$ cat src/hdl/mfps_pkg.sv
package mfps_pkg;

    // default sizing
    localparam int MAX_SIDE_DEF     = 64;
    localparam int ELEMENT_BITS_DEF = 16;

    // fixed field widths
    localparam int CFG_BITS  = 7;
    localparam int PATH_BITS = 22;
    localparam int PATH_TDW  = ((PATH_BITS + 7) / 8) * 8;

    // matrix side after reset
    localparam int SIDE_RESET = 64;

endpackage

$ cat src/hdl/mfps_cell.sv
module mfps_cell #(
    parameter int SUM_BITS = 23
) (
    input  logic                       i_clk,
    input  logic                       i_shift,
    input  logic                       i_insert,
    input  logic signed [SUM_BITS-1:0] i_sum,
    input  logic signed [SUM_BITS-1:0] i_next,
    output logic signed [SUM_BITS-1:0] o_val
);

    logic signed [SUM_BITS-1:0] r_val;

    // head of the line takes the fresh sum, the rest move one step down
    always_ff @(posedge i_clk) begin
        if (i_shift) begin
            r_val <= i_insert ? i_sum : i_next;
        end
    end

    assign o_val = r_val;

endmodule

$ cat src/hdl/mfps_chain.sv
module mfps_chain #(
    parameter int MAX_SIDE = 64,
    parameter int SUM_BITS = 23,
    parameter int SIDE_W   = 7
) (
    input  logic                       i_clk,
    input  logic                       i_shift,
    input  logic [SIDE_W-1:0]          i_head,
    input  logic signed [SUM_BITS-1:0] i_sum,
    output logic signed [SUM_BITS-1:0] o_tap0,
    output logic signed [SUM_BITS-1:0] o_tap1
);

    logic signed [SUM_BITS-1:0] w_val [MAX_SIDE+1];

    // slot past the end never reaches a used cell
    assign w_val[MAX_SIDE] = '0;

    for (genvar k = 0; k < MAX_SIDE; k++) begin : g_cell
        mfps_cell #(
            .SUM_BITS (SUM_BITS)
        ) u_cell (
            .i_clk    (i_clk),
            .i_shift  (i_shift),
            .i_insert (i_head == SIDE_W'(k)),
            .i_sum    (i_sum),
            .i_next   (w_val[k+1]),
            .o_val    (w_val[k])
        );
    end

    assign o_tap0 = w_val[0];
    // with a single cell the second tap is the unused end slot
    assign o_tap1 = w_val[1];

endmodule

$ cat src/hdl/min_falling_path_sum_top.sv
// A result is on o_m_axis_* in the cycle after the transfer of the matrix's last entry.
// Throughput: one entry per cycle; sum and three-way min are done in the accept cycle.
// Back pressure only stalls the input when the last entry arrives and the result is still held.
// Reset (i_rst_n low, synchronous): side back to 64 (clamped to MAX_SIDE), position to
// row 0 / column 0, output empty. Row cells are not cleared; the first row fills them.
module min_falling_path_sum_top #(
    parameter int MAX_SIDE     = mfps_pkg::MAX_SIDE_DEF,
    parameter int ELEMENT_BITS = mfps_pkg::ELEMENT_BITS_DEF,
    localparam int IN_TDW      = ((ELEMENT_BITS + 7) / 8) * 8
) (
    input  logic                          i_clk,
    input  logic                          i_rst_n,
    // matrix side register
    input  logic                          i_cfg_wr,
    input  logic [mfps_pkg::CFG_BITS-1:0] i_cfg_wdata,
    // input entries
    input  logic                          i_s_axis_tvalid,
    output logic                          o_s_axis_tready,
    input  logic [IN_TDW-1:0]             i_s_axis_tdata,  // [ELEMENT_BITS-1:0] element_value
    // results
    output logic                          o_m_axis_tvalid,
    input  logic                          i_m_axis_tready,
    output logic [mfps_pkg::PATH_TDW-1:0] o_m_axis_tdata   // [21:0] path_sum, rest zero
);

    import mfps_pkg::*;

    // Sum width: one element per row plus a sign bit of headroom.
    localparam int CNT_W    = (MAX_SIDE > 1) ? $clog2(MAX_SIDE) : 1;
    localparam int SIDE_W   = $clog2(MAX_SIDE + 1);
    localparam int SUM_BITS = ELEMENT_BITS + CNT_W + 1;
    localparam int EXT_W    = SUM_BITS + PATH_BITS;
    localparam int SIDE_RST = (SIDE_RESET > MAX_SIDE) ? MAX_SIDE : SIDE_RESET;

    // ---------------------------------------------------------------
    // Side register: 0 acts as 1, values above MAX_SIDE act as MAX_SIDE.
    // Any write drops the matrix in progress.
    // ---------------------------------------------------------------
    logic [SIDE_W-1:0] r_side, n_side;
    logic [CNT_W-1:0]  r_col, r_row;
    logic              r_out_valid, n_out_valid;
    logic signed [SUM_BITS-1:0] r_left, r_best;
    logic [PATH_BITS-1:0]       r_path;

    always_comb begin
        priority if (i_cfg_wdata == '0) begin
            n_side = SIDE_W'(1);
        end else if (32'(i_cfg_wdata) > MAX_SIDE) begin
            n_side = SIDE_W'(MAX_SIDE);
        end else begin
            n_side = SIDE_W'(i_cfg_wdata);
        end
    end

    // ---------------------------------------------------------------
    // Position and handshake
    // ---------------------------------------------------------------
    logic [SIDE_W-1:0] w_head;
    logic w_last_col, w_last_row, w_last, w_accept;

    assign w_head     = r_side - SIDE_W'(1);
    assign w_last_col = (SIDE_W'(r_col) == w_head);
    assign w_last_row = (SIDE_W'(r_row) == w_head);
    assign w_last     = w_last_col && w_last_row;

    // Non-final entries go in even while a result waits.
    assign o_s_axis_tready = !r_out_valid || i_m_axis_tready || !w_last;
    assign w_accept        = i_s_axis_tvalid && o_s_axis_tready;

    // ---------------------------------------------------------------
    // Row store: a line of cells. The newest sum enters at cell side-1,
    // so at each entry cell 0 holds the sum straight above and cell 1
    // the one above-right; the one above-left just left cell 0.
    // ---------------------------------------------------------------
    logic signed [SUM_BITS-1:0] w_up, w_up_right, w_elem, w_min, w_sum, w_best_next;

    mfps_chain #(
        .MAX_SIDE (MAX_SIDE),
        .SUM_BITS (SUM_BITS),
        .SIDE_W   (SIDE_W)
    ) u_chain (
        .i_clk   (i_clk),
        .i_shift (w_accept),
        .i_head  (w_head),
        .i_sum   (w_sum),
        .o_tap0  (w_up),
        .o_tap1  (w_up_right)
    );

    assign w_elem = SUM_BITS'(signed'(i_s_axis_tdata[ELEMENT_BITS-1:0]));

    always_comb begin
        w_min = w_up;
        if ((r_col != '0) && (r_left < w_min)) begin
            w_min = r_left;
        end
        if (!w_last_col && (w_up_right < w_min)) begin
            w_min = w_up_right;
        end
        w_sum = (r_row == '0) ? w_elem : (w_elem + w_min);
        // first entry of the last row opens the running minimum
        w_best_next = ((r_col == '0) || (w_sum < r_best)) ? w_sum : r_best;
    end

    // ---------------------------------------------------------------
    // Control state
    // ---------------------------------------------------------------
    // result slot: drained on tready, refilled by the last entry in the same cycle
    always_comb begin
        n_out_valid = r_out_valid;
        if (i_m_axis_tready) begin
            n_out_valid = 1'b0;
        end
        if (w_accept && w_last && !i_cfg_wr) begin
            n_out_valid = 1'b1;
        end
    end

    always_ff @(posedge i_clk) begin
        if (!i_rst_n) begin
            r_side      <= SIDE_W'(SIDE_RST);
            r_col       <= '0;
            r_row       <= '0;
            r_out_valid <= 1'b0;
        end else begin
            r_out_valid <= n_out_valid;
            if (i_cfg_wr) begin
                r_side <= n_side;
                r_col  <= '0;
                r_row  <= '0;
            end else if (w_accept) begin
                if (w_last_col) begin
                    r_col <= '0;
                    r_row <= w_last_row ? '0 : r_row + CNT_W'(1);
                end else begin
                    r_col <= r_col + CNT_W'(1);
                end
            end
        end
    end

    // ---------------------------------------------------------------
    // Datapath registers
    // ---------------------------------------------------------------
    logic [EXT_W-1:0] w_best_ext;

    assign w_best_ext = {{PATH_BITS{w_best_next[SUM_BITS-1]}}, w_best_next};

    always_ff @(posedge i_clk) begin
        if (w_accept) begin
            r_left <= w_up;
            if (w_last_row) begin
                r_best <= w_best_next;
            end
            if (w_last && !i_cfg_wr) begin
                r_path <= w_best_ext[PATH_BITS-1:0];
            end
        end
    end

    assign o_m_axis_tvalid = r_out_valid;
    assign o_m_axis_tdata  = PATH_TDW'(r_path);

endmodule

$ cat config.mk
export PLATFORM = sky130hd
export DESIGN_NAME = min_falling_path_sum_top
export DESIGN_NICKNAME = d
export VERILOG_FILES = /design/src/hdl/mfps_pkg.sv /design/src/hdl/mfps_cell.sv /design/src/hdl/mfps_chain.sv /design/src/hdl/min_falling_path_sum_top.sv
export SDC_FILE = /design/constraint.sdc
export NUM_CORES = 2
export LEC_CHECK = 0
export ABC_CLOCK_PERIOD_IN_PS = 31200
export BUFFER_PORTS_ARGS = -buffer_cell sky130_fd_sc_hd__buf_4
export CORE_MARGIN = 3
export CORE_UTILIZATION = 40
export CTS_CLUSTER_SIZE = 24
export DETAILED_ROUTE_END_ITERATION = 8
export PLACE_DENSITY = 0.59
export SLEW_MARGIN = 10
export SYNTH_ARGS = -nofsm -noshare
export SYNTH_HDL_FRONTEND = slang
export SYNTH_SLANG_ARGS = --single-unit
$ cat constraint.sdc
create_clock -name i_clk -period 31.2 [get_ports i_clk]
set_input_delay 1.56 -clock i_clk [delete_from_list [all_inputs] [get_ports i_clk]]
set_output_delay 1.56 -clock i_clk [all_outputs]
set_load 0.02 [all_outputs]
# Yosys cells after proc, flatten, opt, wreduce, memory -nomap -nowiden
# Cells that the tools add are included.
[totals] out_inout_bits=26 inputBits=28 register_bits=1560
[op_classes] magnitude_cmp=4 add_sub_neg=4 bitwise_logic=1 eq_ne=65 muxes=73 n_reduce_logical=25
[op_table] operator="$mux W23" count=66
[op_table] operator="$eq A7 B6 Y1 const B" count=32
[op_table] operator="$eq A7 B5 Y1 const B" count=16
[op_table] operator="$lt A23 B23 Y1" count=3
[op_table] operator="$eq A7 B4 Y1 const B" count=8
[op_table] operator="$eq A7 B3 Y1 const B" count=4
[op_table] operator="$add A16 B23 Y23" count=1
[op_table] operator="$mux W22" count=1
[op_table] operator="$eq A6 B7 Y1" count=2
[op_table] operator="$eq A7 B2 Y1 const B" count=2
[op_table] operator="$logic_not A7 Y1" count=2
[op_table] operator="$mux W7" count=2
[op_table] operator="$add A6 B1 Y6 const B" count=2
[op_table] operator="$logic_not A6 Y1" count=2
[op_table] operator="$mux W6" count=2
[op_table] operator="$eq A7 B1 Y1 const B" count=1
[op_table] operator="$gt A7 B7 Y1 const B" count=1
[op_table] operator="$logic_and A1 B1 Y1" count=7
[op_table] operator="$sub A7 B1 Y7 const B" count=1
[op_table] operator="$reduce_and A2 Y1" count=3
[op_table] operator="$reduce_bool A6 Y1" count=1
[op_table] operator="$logic_not A1 Y1" count=4
[op_table] operator="$logic_or A1 B1 Y1" count=3
[op_table] operator="$reduce_and A3 Y1" count=1
[op_table] operator="other kinds (4)" count=5

# Depth between registers and ports, before layout
[logic_depth] depth_word=11 mapped_depth=48 depth_no_buf=43

# Cells and area by module
# Synthesis repeated with hierarchy kept, for this count alone.
[unflattened] cells_unflattened=3894 hier_area_um2=69739.4
[modules_own_cells] mod="mfps_cell" cells_per_inst=48 instances=64 area_each_um2=972.2 seq_area_each_um2=690.7
[modules_own_cells] mod="min_falling_path_sum_top" cells_per_inst=726 instances=1 area_each_um2=7035.5 seq_area_each_um2=2442.3
[modules_own_cells] mod="mfps_chain" cells_per_inst=96 instances=1 area_each_um2=484.2 seq_area_each_um2=0.0

# Worst setup path before layout
# Ideal clock, no wire load.
[synth_timing] path_type="register to register" startpoint="register r_side[0]" endpoint="register r_path[0], enable pin" setup_slack_ns=8.632 arrival_time_ns=22.166 stages_incl_launch_ff=13 required_ns=30.798 n_path_buf=1 setup_ns=0.402 cell_sequence="dfxtp_1 -> inv_1 -> ha_1 -> nor3b_1 -> xor2_1 -> xnor2_1 -> nand4_1 -> or4b_4 -> and2_1 -> buf_2 -> and2b_4 -> nand2_2 -> nor2_1"
[synth_via] elab_chain_cells=7 word_cells_on_any_way=9 classes_between="1 x add/sub; 2 x eq/ne; 6 x reduce/logical"
[synth_lines] element="start, declared" line_no="min_falling_path_sum_top.sv:39" text="logic [SIDE_W-1:0] r_side, n_side;"
[synth_lines] element="start signal, assigned" line_no="min_falling_path_sum_top.sv:121" text="r_side <= SIDE_W'(SIDE_RST);"
[synth_lines] element="start signal, assigned" line_no="min_falling_path_sum_top.sv:128" text="r_side <= n_side;"
[synth_lines] element="$sub A7 B1 Y7 (*)" line_no="min_falling_path_sum_top.sv:61" text="assign w_head = r_side - SIDE_W'(1);"
[synth_lines] element="$eq A6 B7 Y1 (on tied branches)" line_no="min_falling_path_sum_top.sv:62, min_falling_path_sum_top.sv:63"
[synth_lines] element="$logic_and A1 B1 Y1 (*)" line_no="min_falling_path_sum_top.sv:64" text="assign w_last = w_last_col && w_last_row;"
[synth_lines] element="$logic_not A1 Y1 (*)" line_no="min_falling_path_sum_top.sv:67" text="assign o_s_axis_tready = !r_out_valid || i_m_axis_tready || !w_last;"
[synth_lines] element="$logic_or A1 B1 Y1 (*)" line_no="min_falling_path_sum_top.sv:67"
[synth_lines] element="named net o_s_axis_tready" line_no="min_falling_path_sum_top.sv:18" text="output logic o_s_axis_tready,"
[synth_lines] element="$logic_and A1 B1 Y1 (*)" line_no="min_falling_path_sum_top.sv:68" text="assign w_accept = i_s_axis_tvalid && o_s_axis_tready;"
[synth_lines] element="named net u_chain.g_cell[0].u_cell.i_shift" line_no="mfps_cell.sv:5" text="input logic i_shift,"
[synth_lines] element="$reduce_and A2 Y1 (no line) (*)"
[synth_lines] element="end signal, assigned" line_no="min_falling_path_sum_top.sv:156" text="r_path <= w_best_ext[PATH_BITS-1:0];"
[synth_lines] element="end, declared" line_no="min_falling_path_sum_top.sv:43" text="logic [PATH_BITS-1:0] r_path;"
# The timed path passes the listed nets; every way through them passes the cells marked *.
# A chain may end at the register's enable or synchronous reset.

# Final worst setup path
[layout_timing] startpoint="register u_chain.g_cell[0].u_cell.r_val[22]" endpoint="register r_best[13] (data pin)"
[layout_via] elab_chain_cells=11
[layout_lines] element="start, declared" line_no="mfps_cell.sv:12" text="logic signed [SUM_BITS-1:0] r_val;"
[layout_lines] element="start signal, assigned" line_no="mfps_cell.sv:17" text="r_val <= i_insert ? i_sum : i_next;"
[layout_lines] element="$lt A23 B23 Y1" line_no="min_falling_path_sum_top.sv:94" text="if ((r_col != '0) && (r_left < w_min)) begin"
[layout_lines] element="$logic_and A1 B1 Y1" line_no="min_falling_path_sum_top.sv:94"
[layout_lines] element="$mux W23 (*)" line_no="min_falling_path_sum_top.sv:94"
[layout_lines] element="$lt A23 B23 Y1" line_no="min_falling_path_sum_top.sv:97" text="if (!w_last_col && (w_up_right < w_min)) begin"
[layout_lines] element="$logic_and A1 B1 Y1" line_no="min_falling_path_sum_top.sv:97"
[layout_lines] element="$mux W23 (*)" line_no="min_falling_path_sum_top.sv:97"
[layout_lines] element="$add A16 B23 Y23 (*)" line_no="min_falling_path_sum_top.sv:100" text="w_sum = (r_row == '0) ? w_elem : (w_elem + w_min);"
[layout_lines] element="$mux W23 (*)" line_no="min_falling_path_sum_top.sv:100"
[layout_lines] element="named net u_chain.g_cell[0].u_cell.i_sum[16]" line_no="mfps_cell.sv:7" text="input logic signed [SUM_BITS-1:0] i_sum,"
[layout_lines] element="$lt A23 B23 Y1 (*)" line_no="min_falling_path_sum_top.sv:102" text="w_best_next = ((r_col == '0) || (w_sum < r_best)) ? w_sum : r_best;"
[layout_lines] element="$logic_or A1 B1 Y1 (*)" line_no="min_falling_path_sum_top.sv:102"
[layout_lines] element="$mux W22 (*)" line_no="min_falling_path_sum_top.sv:102"
[layout_lines] element="named net w_best_next[13]" line_no="min_falling_path_sum_top.sv:75" text="logic signed [SUM_BITS-1:0] w_up, w_up_right, w_elem, w_min, w_sum, w_best_next;"
[layout_lines] element="end signal, assigned" line_no="min_falling_path_sum_top.sv:153" text="r_best <= w_best_next;"
[layout_lines] element="end, declared" line_no="min_falling_path_sum_top.sv:42" text="logic signed [SUM_BITS-1:0] r_left, r_best;"
# Marks and branches as above.

==> metrics.md <==
| Metric | Value |
|---|---|
| Largest cells by area after synthesis | edfxtp_1 (70%), o21ai_0 (10%), nand2_1 (8.4%) |
| Largest net degree at the start of global routing | roughly 190 |
| Vias in the first global route | 40000 |
| Commonest non-fill, non-tap cell in the layout | edfxtp_1 |
| Synthesized area | 0.0665 mm² |
| Worst hold path class | reg -> reg |
| Power share of the clock group | 0.403 |
| Critical Path RT | 31.80 ns |
| Clk pin slew, worst setup/hold paths | roughly 0.060 ns |
| Num CTS Buffers | 166 |
| Sw Ratio | 0.235 |
| Slowest cell delay on critical path | approximately 0.77 ns |
| Share of cells above drive strength 1 | 0.0772 |
| Max clock buf depth | 3 |
| Final hold violations | 0 |
| Total clock sinks | 1560 |
| Maxcap violations | 0 |
| GR Util All Layers | 0.178 |
| Antenna viol nets, final | 0 |
| Nature of the critical path startpoint | flop |
| Register area share after synthesis | 0.702 |
| P&R area growth vs syn | 11.8% |
| Max transition margin | 0.159 |
| Flop and latch count out of synthesis | 1560 |
| CTS root buf | clkbuf_16 |
| Initial drt markers | 3996 |
| Final period util | 0.347 |
| Commonest non-fill, non-tap cells in the layout | edfxtp_1 (1540), nand2_1 (1488), o21ai_0 (1379) |
| Area share of the largest cell type after synthesis | 0.696 |
| Final Setup Violations | 0 |
| Setup Fix Bufs, Post-CTS | 0 |
| Outcome | finished clean |
| Lkg Pwr | ~29 nW |
| Synth Instances | 5735 |
| Avg WL per Cell | ~19 µm |
| H-tree depth | 4 |
| Ys async rst share | 0 |
| Residual DRC | 0 |
| Row count | 148 |
| Comb pwr share | 0.072 |
| Via density | 5.31 |
| Max Freq | between 0.09 and 0.1 GHz |
| GR Overflow Total | 0 |
| CP max-delay cell | a21oi_4 |
| TritonCTS clock tree | yes |
| Yosys warning total | 0 |
| Synth unique cells | 64 |
| Setup_tns | 0 ns |
| Minimum hold slack | around 0.46 ns |
| RSZ-0062 raised after global routing | false |
| Critical path class | reg -> reg |
| Sequential power share | 0.525 |
| Final Max Slew Viols | 0 |
| Worst-margin pin slew | between 1 and 1.5 ns |
| CP most frequent cell | a21oi_1 |
| Placer Congestion | about 0.8 |
| Min Tclk post-route | 10.83 ns |
| Primary FF master, synth | edfxtp_1 |
| Net count of the finished layout | 5741 |
| PostCTS Resize Cnt | 0 |
| Die area | 0.171 mm² |
| Net switching power | 0.00112 W |
| Initial Util | 0.406 |
| Largest fanout on the critical path | 25 |
| Clock latency on the worst-skew pair | 0.81 ns |
| Die width | 414 µm |
| Post-CTS Hold Fix Bufs | 0 |
| Placed wire-length estimate | 85200 µm |
| First-pass GRT wire length | around 240000 µm |
| Post-synthesis average cell area | ~12 µm² |
| Via count | about 42000 |
| Die H | 414 µm |
| Post-synth EDFFs | about 1500 |
| Post-synth top area cell | edfxtp_1 |
| First-pass iteration count of the detailed router | 6 |
| Initial antenna violation count | 7 |
| Internal power | approximately 0.0036 W |
| CP Capture Type | flop |
| Pwr dens | 63.9 mW/mm² |
| Overall routed net length | 152000 µm |
| Crit path arrival time | about 11 ns |
| Fillers | 15000 |
| Port Buffers | 51 |
| Clk_skew | 0.0646 ns |
| IO Pins | 54 |
| Worst IR Drop VDD | 0.0567 mV |
| Core Area | between 0.15 and 0.2 mm² |
==> worst max-delay path, delay by kind of cell, from the launching register on <==
family | cells | cell delay (ns)
AO/OA/AOI/OAI | 17 | 3.58
AND/OR/NAND/NOR | 13 | 2.34
buffers and inverters | 6 | 1.63
adder cells (fa/ha/maj) | 4 | 1.42
multiplexers | 3 | 1.02
flip-flops | 1 | 0.42
XOR/XNOR | 2 | 0.23
==> power groups by stage <==
stage / registers, W / logic [W] / clock network [W]
after floorplan: 0.00259 / 0.000228 / 0
after global placement: 0.00253 / 0.000339 / 0
after detailed placement: 0.00253 / 0.000345 / 0
after CTS: 0.00249 / 0.000347 / 0.00196
after global routing: 0.00250 / 0.000389 / 0.00204
final: 0.00249 / 0.000342 / 0.00191
==> worst paths after layout <==
| path | slack [ns] | cells past startpoint | start | end |
|---|---|---|---|---|
| max reg2reg | 20.37 | 45 | u_chain.g_cell[0].u_cell.o_val[22] | r_best[13] |
| min reg2reg | 0.46 | 0 | u_chain.g_cell[0].u_cell.o_val[16] | r_left[16] |
| min | 0.46 | 0 | u_chain.g_cell[0].u_cell.o_val[16] | r_left[16] |
| max | 20.37 | 45 | u_chain.g_cell[0].u_cell.o_val[22] | r_best[13] |
==> state kept, by name, summed over array words and instances (netlist names) <==
signal                       flops
r_path                          22
r_row                            6
u_chain.g_cell.u_cell.o_val   1472
r_col                            6
r_best                          23
r_left                          23
r_side                           7
o_m_axis_tvalid                  1
==> synth_stat cells, drive strengths merged (5+ instances only) <==
cell,number
edfxtp,1540
nand2,1494
o21ai,1431
clkbuf,443
nor2,159
inv,108
ha,99
a21oi,94
mux2i,78
nand3,42
xnor2,30
dfxtp,20
nand4,17
buf,16
xor2,16
a21o,14
and3,14
and2,13
a211oi,11
nor3,11
nor2b,9
nor4,7
o21a,7
or3,6
a31oi,5
==> per-stage QoR <==
step	total power (W)	utilization	cell area (µm²)	setup slack (ns)	std cells
final	0.00475	0.453	74300	20.37	7919
after global routing	0.00493	0.453	74300	19.28	7917
after CTS	0.00480	0.453	74300	20.32	7917
after detailed placement	0.00288	0.421	69000	20.37	7620
after global placement	0.00287	0.421	69000	20.28	7620
after floorplan	0.00281	-	66500	8.63	5736
==> kinds of logic (layout without fill, tap and decap cells) <==
group / Yosys count / in the layout / share of synthesized area
and+or+nand+nor: 1792 / 1792 / 0.106
AOI/OAI and AO/OA: 1588 / 1588 / 0.122
DFF: 1560 / 1560 / 0.702
buffers and inverters: 567 / 573 / 0.0324
adders and majority gates: 100 / 100 / 0.0189
muxes: 80 / 80 / 0.0121
xor gates and xnor gates: 47 / 47 / 0.00640
other: 1 / 4 / 0.0000564
==> metal layers <==
| layer | routed length, µm | vias up | global-route usage |
|---|---|---|---|
| li1 | - | 20100 | - |
| met1 | 71600 | 20800 | 0.261 |
| met2 | 70400 | 909 | 0.277 |
| met3 | 7660 | 183 | 0.0277 |
| met4 | 2760 | 0 | 0.0445 |
| met5 | 0 | - | 0 |
==> area by class of cell <==
class,instances,area [µm²],share of cell area
clock buffers,201,4310,0.0580
well taps,2175,2720,0.0366
inverters,108,405,0.00546
multi-input cells,3609,18000,0.242
diodes,2,5.00,0.0000674
flip-flops and latches,1560,46600,0.628
clock inverters,96,947,0.0127
repair buffers,168,1300,0.0175
No activity file was read; power rests on OpenSTA's default activity.
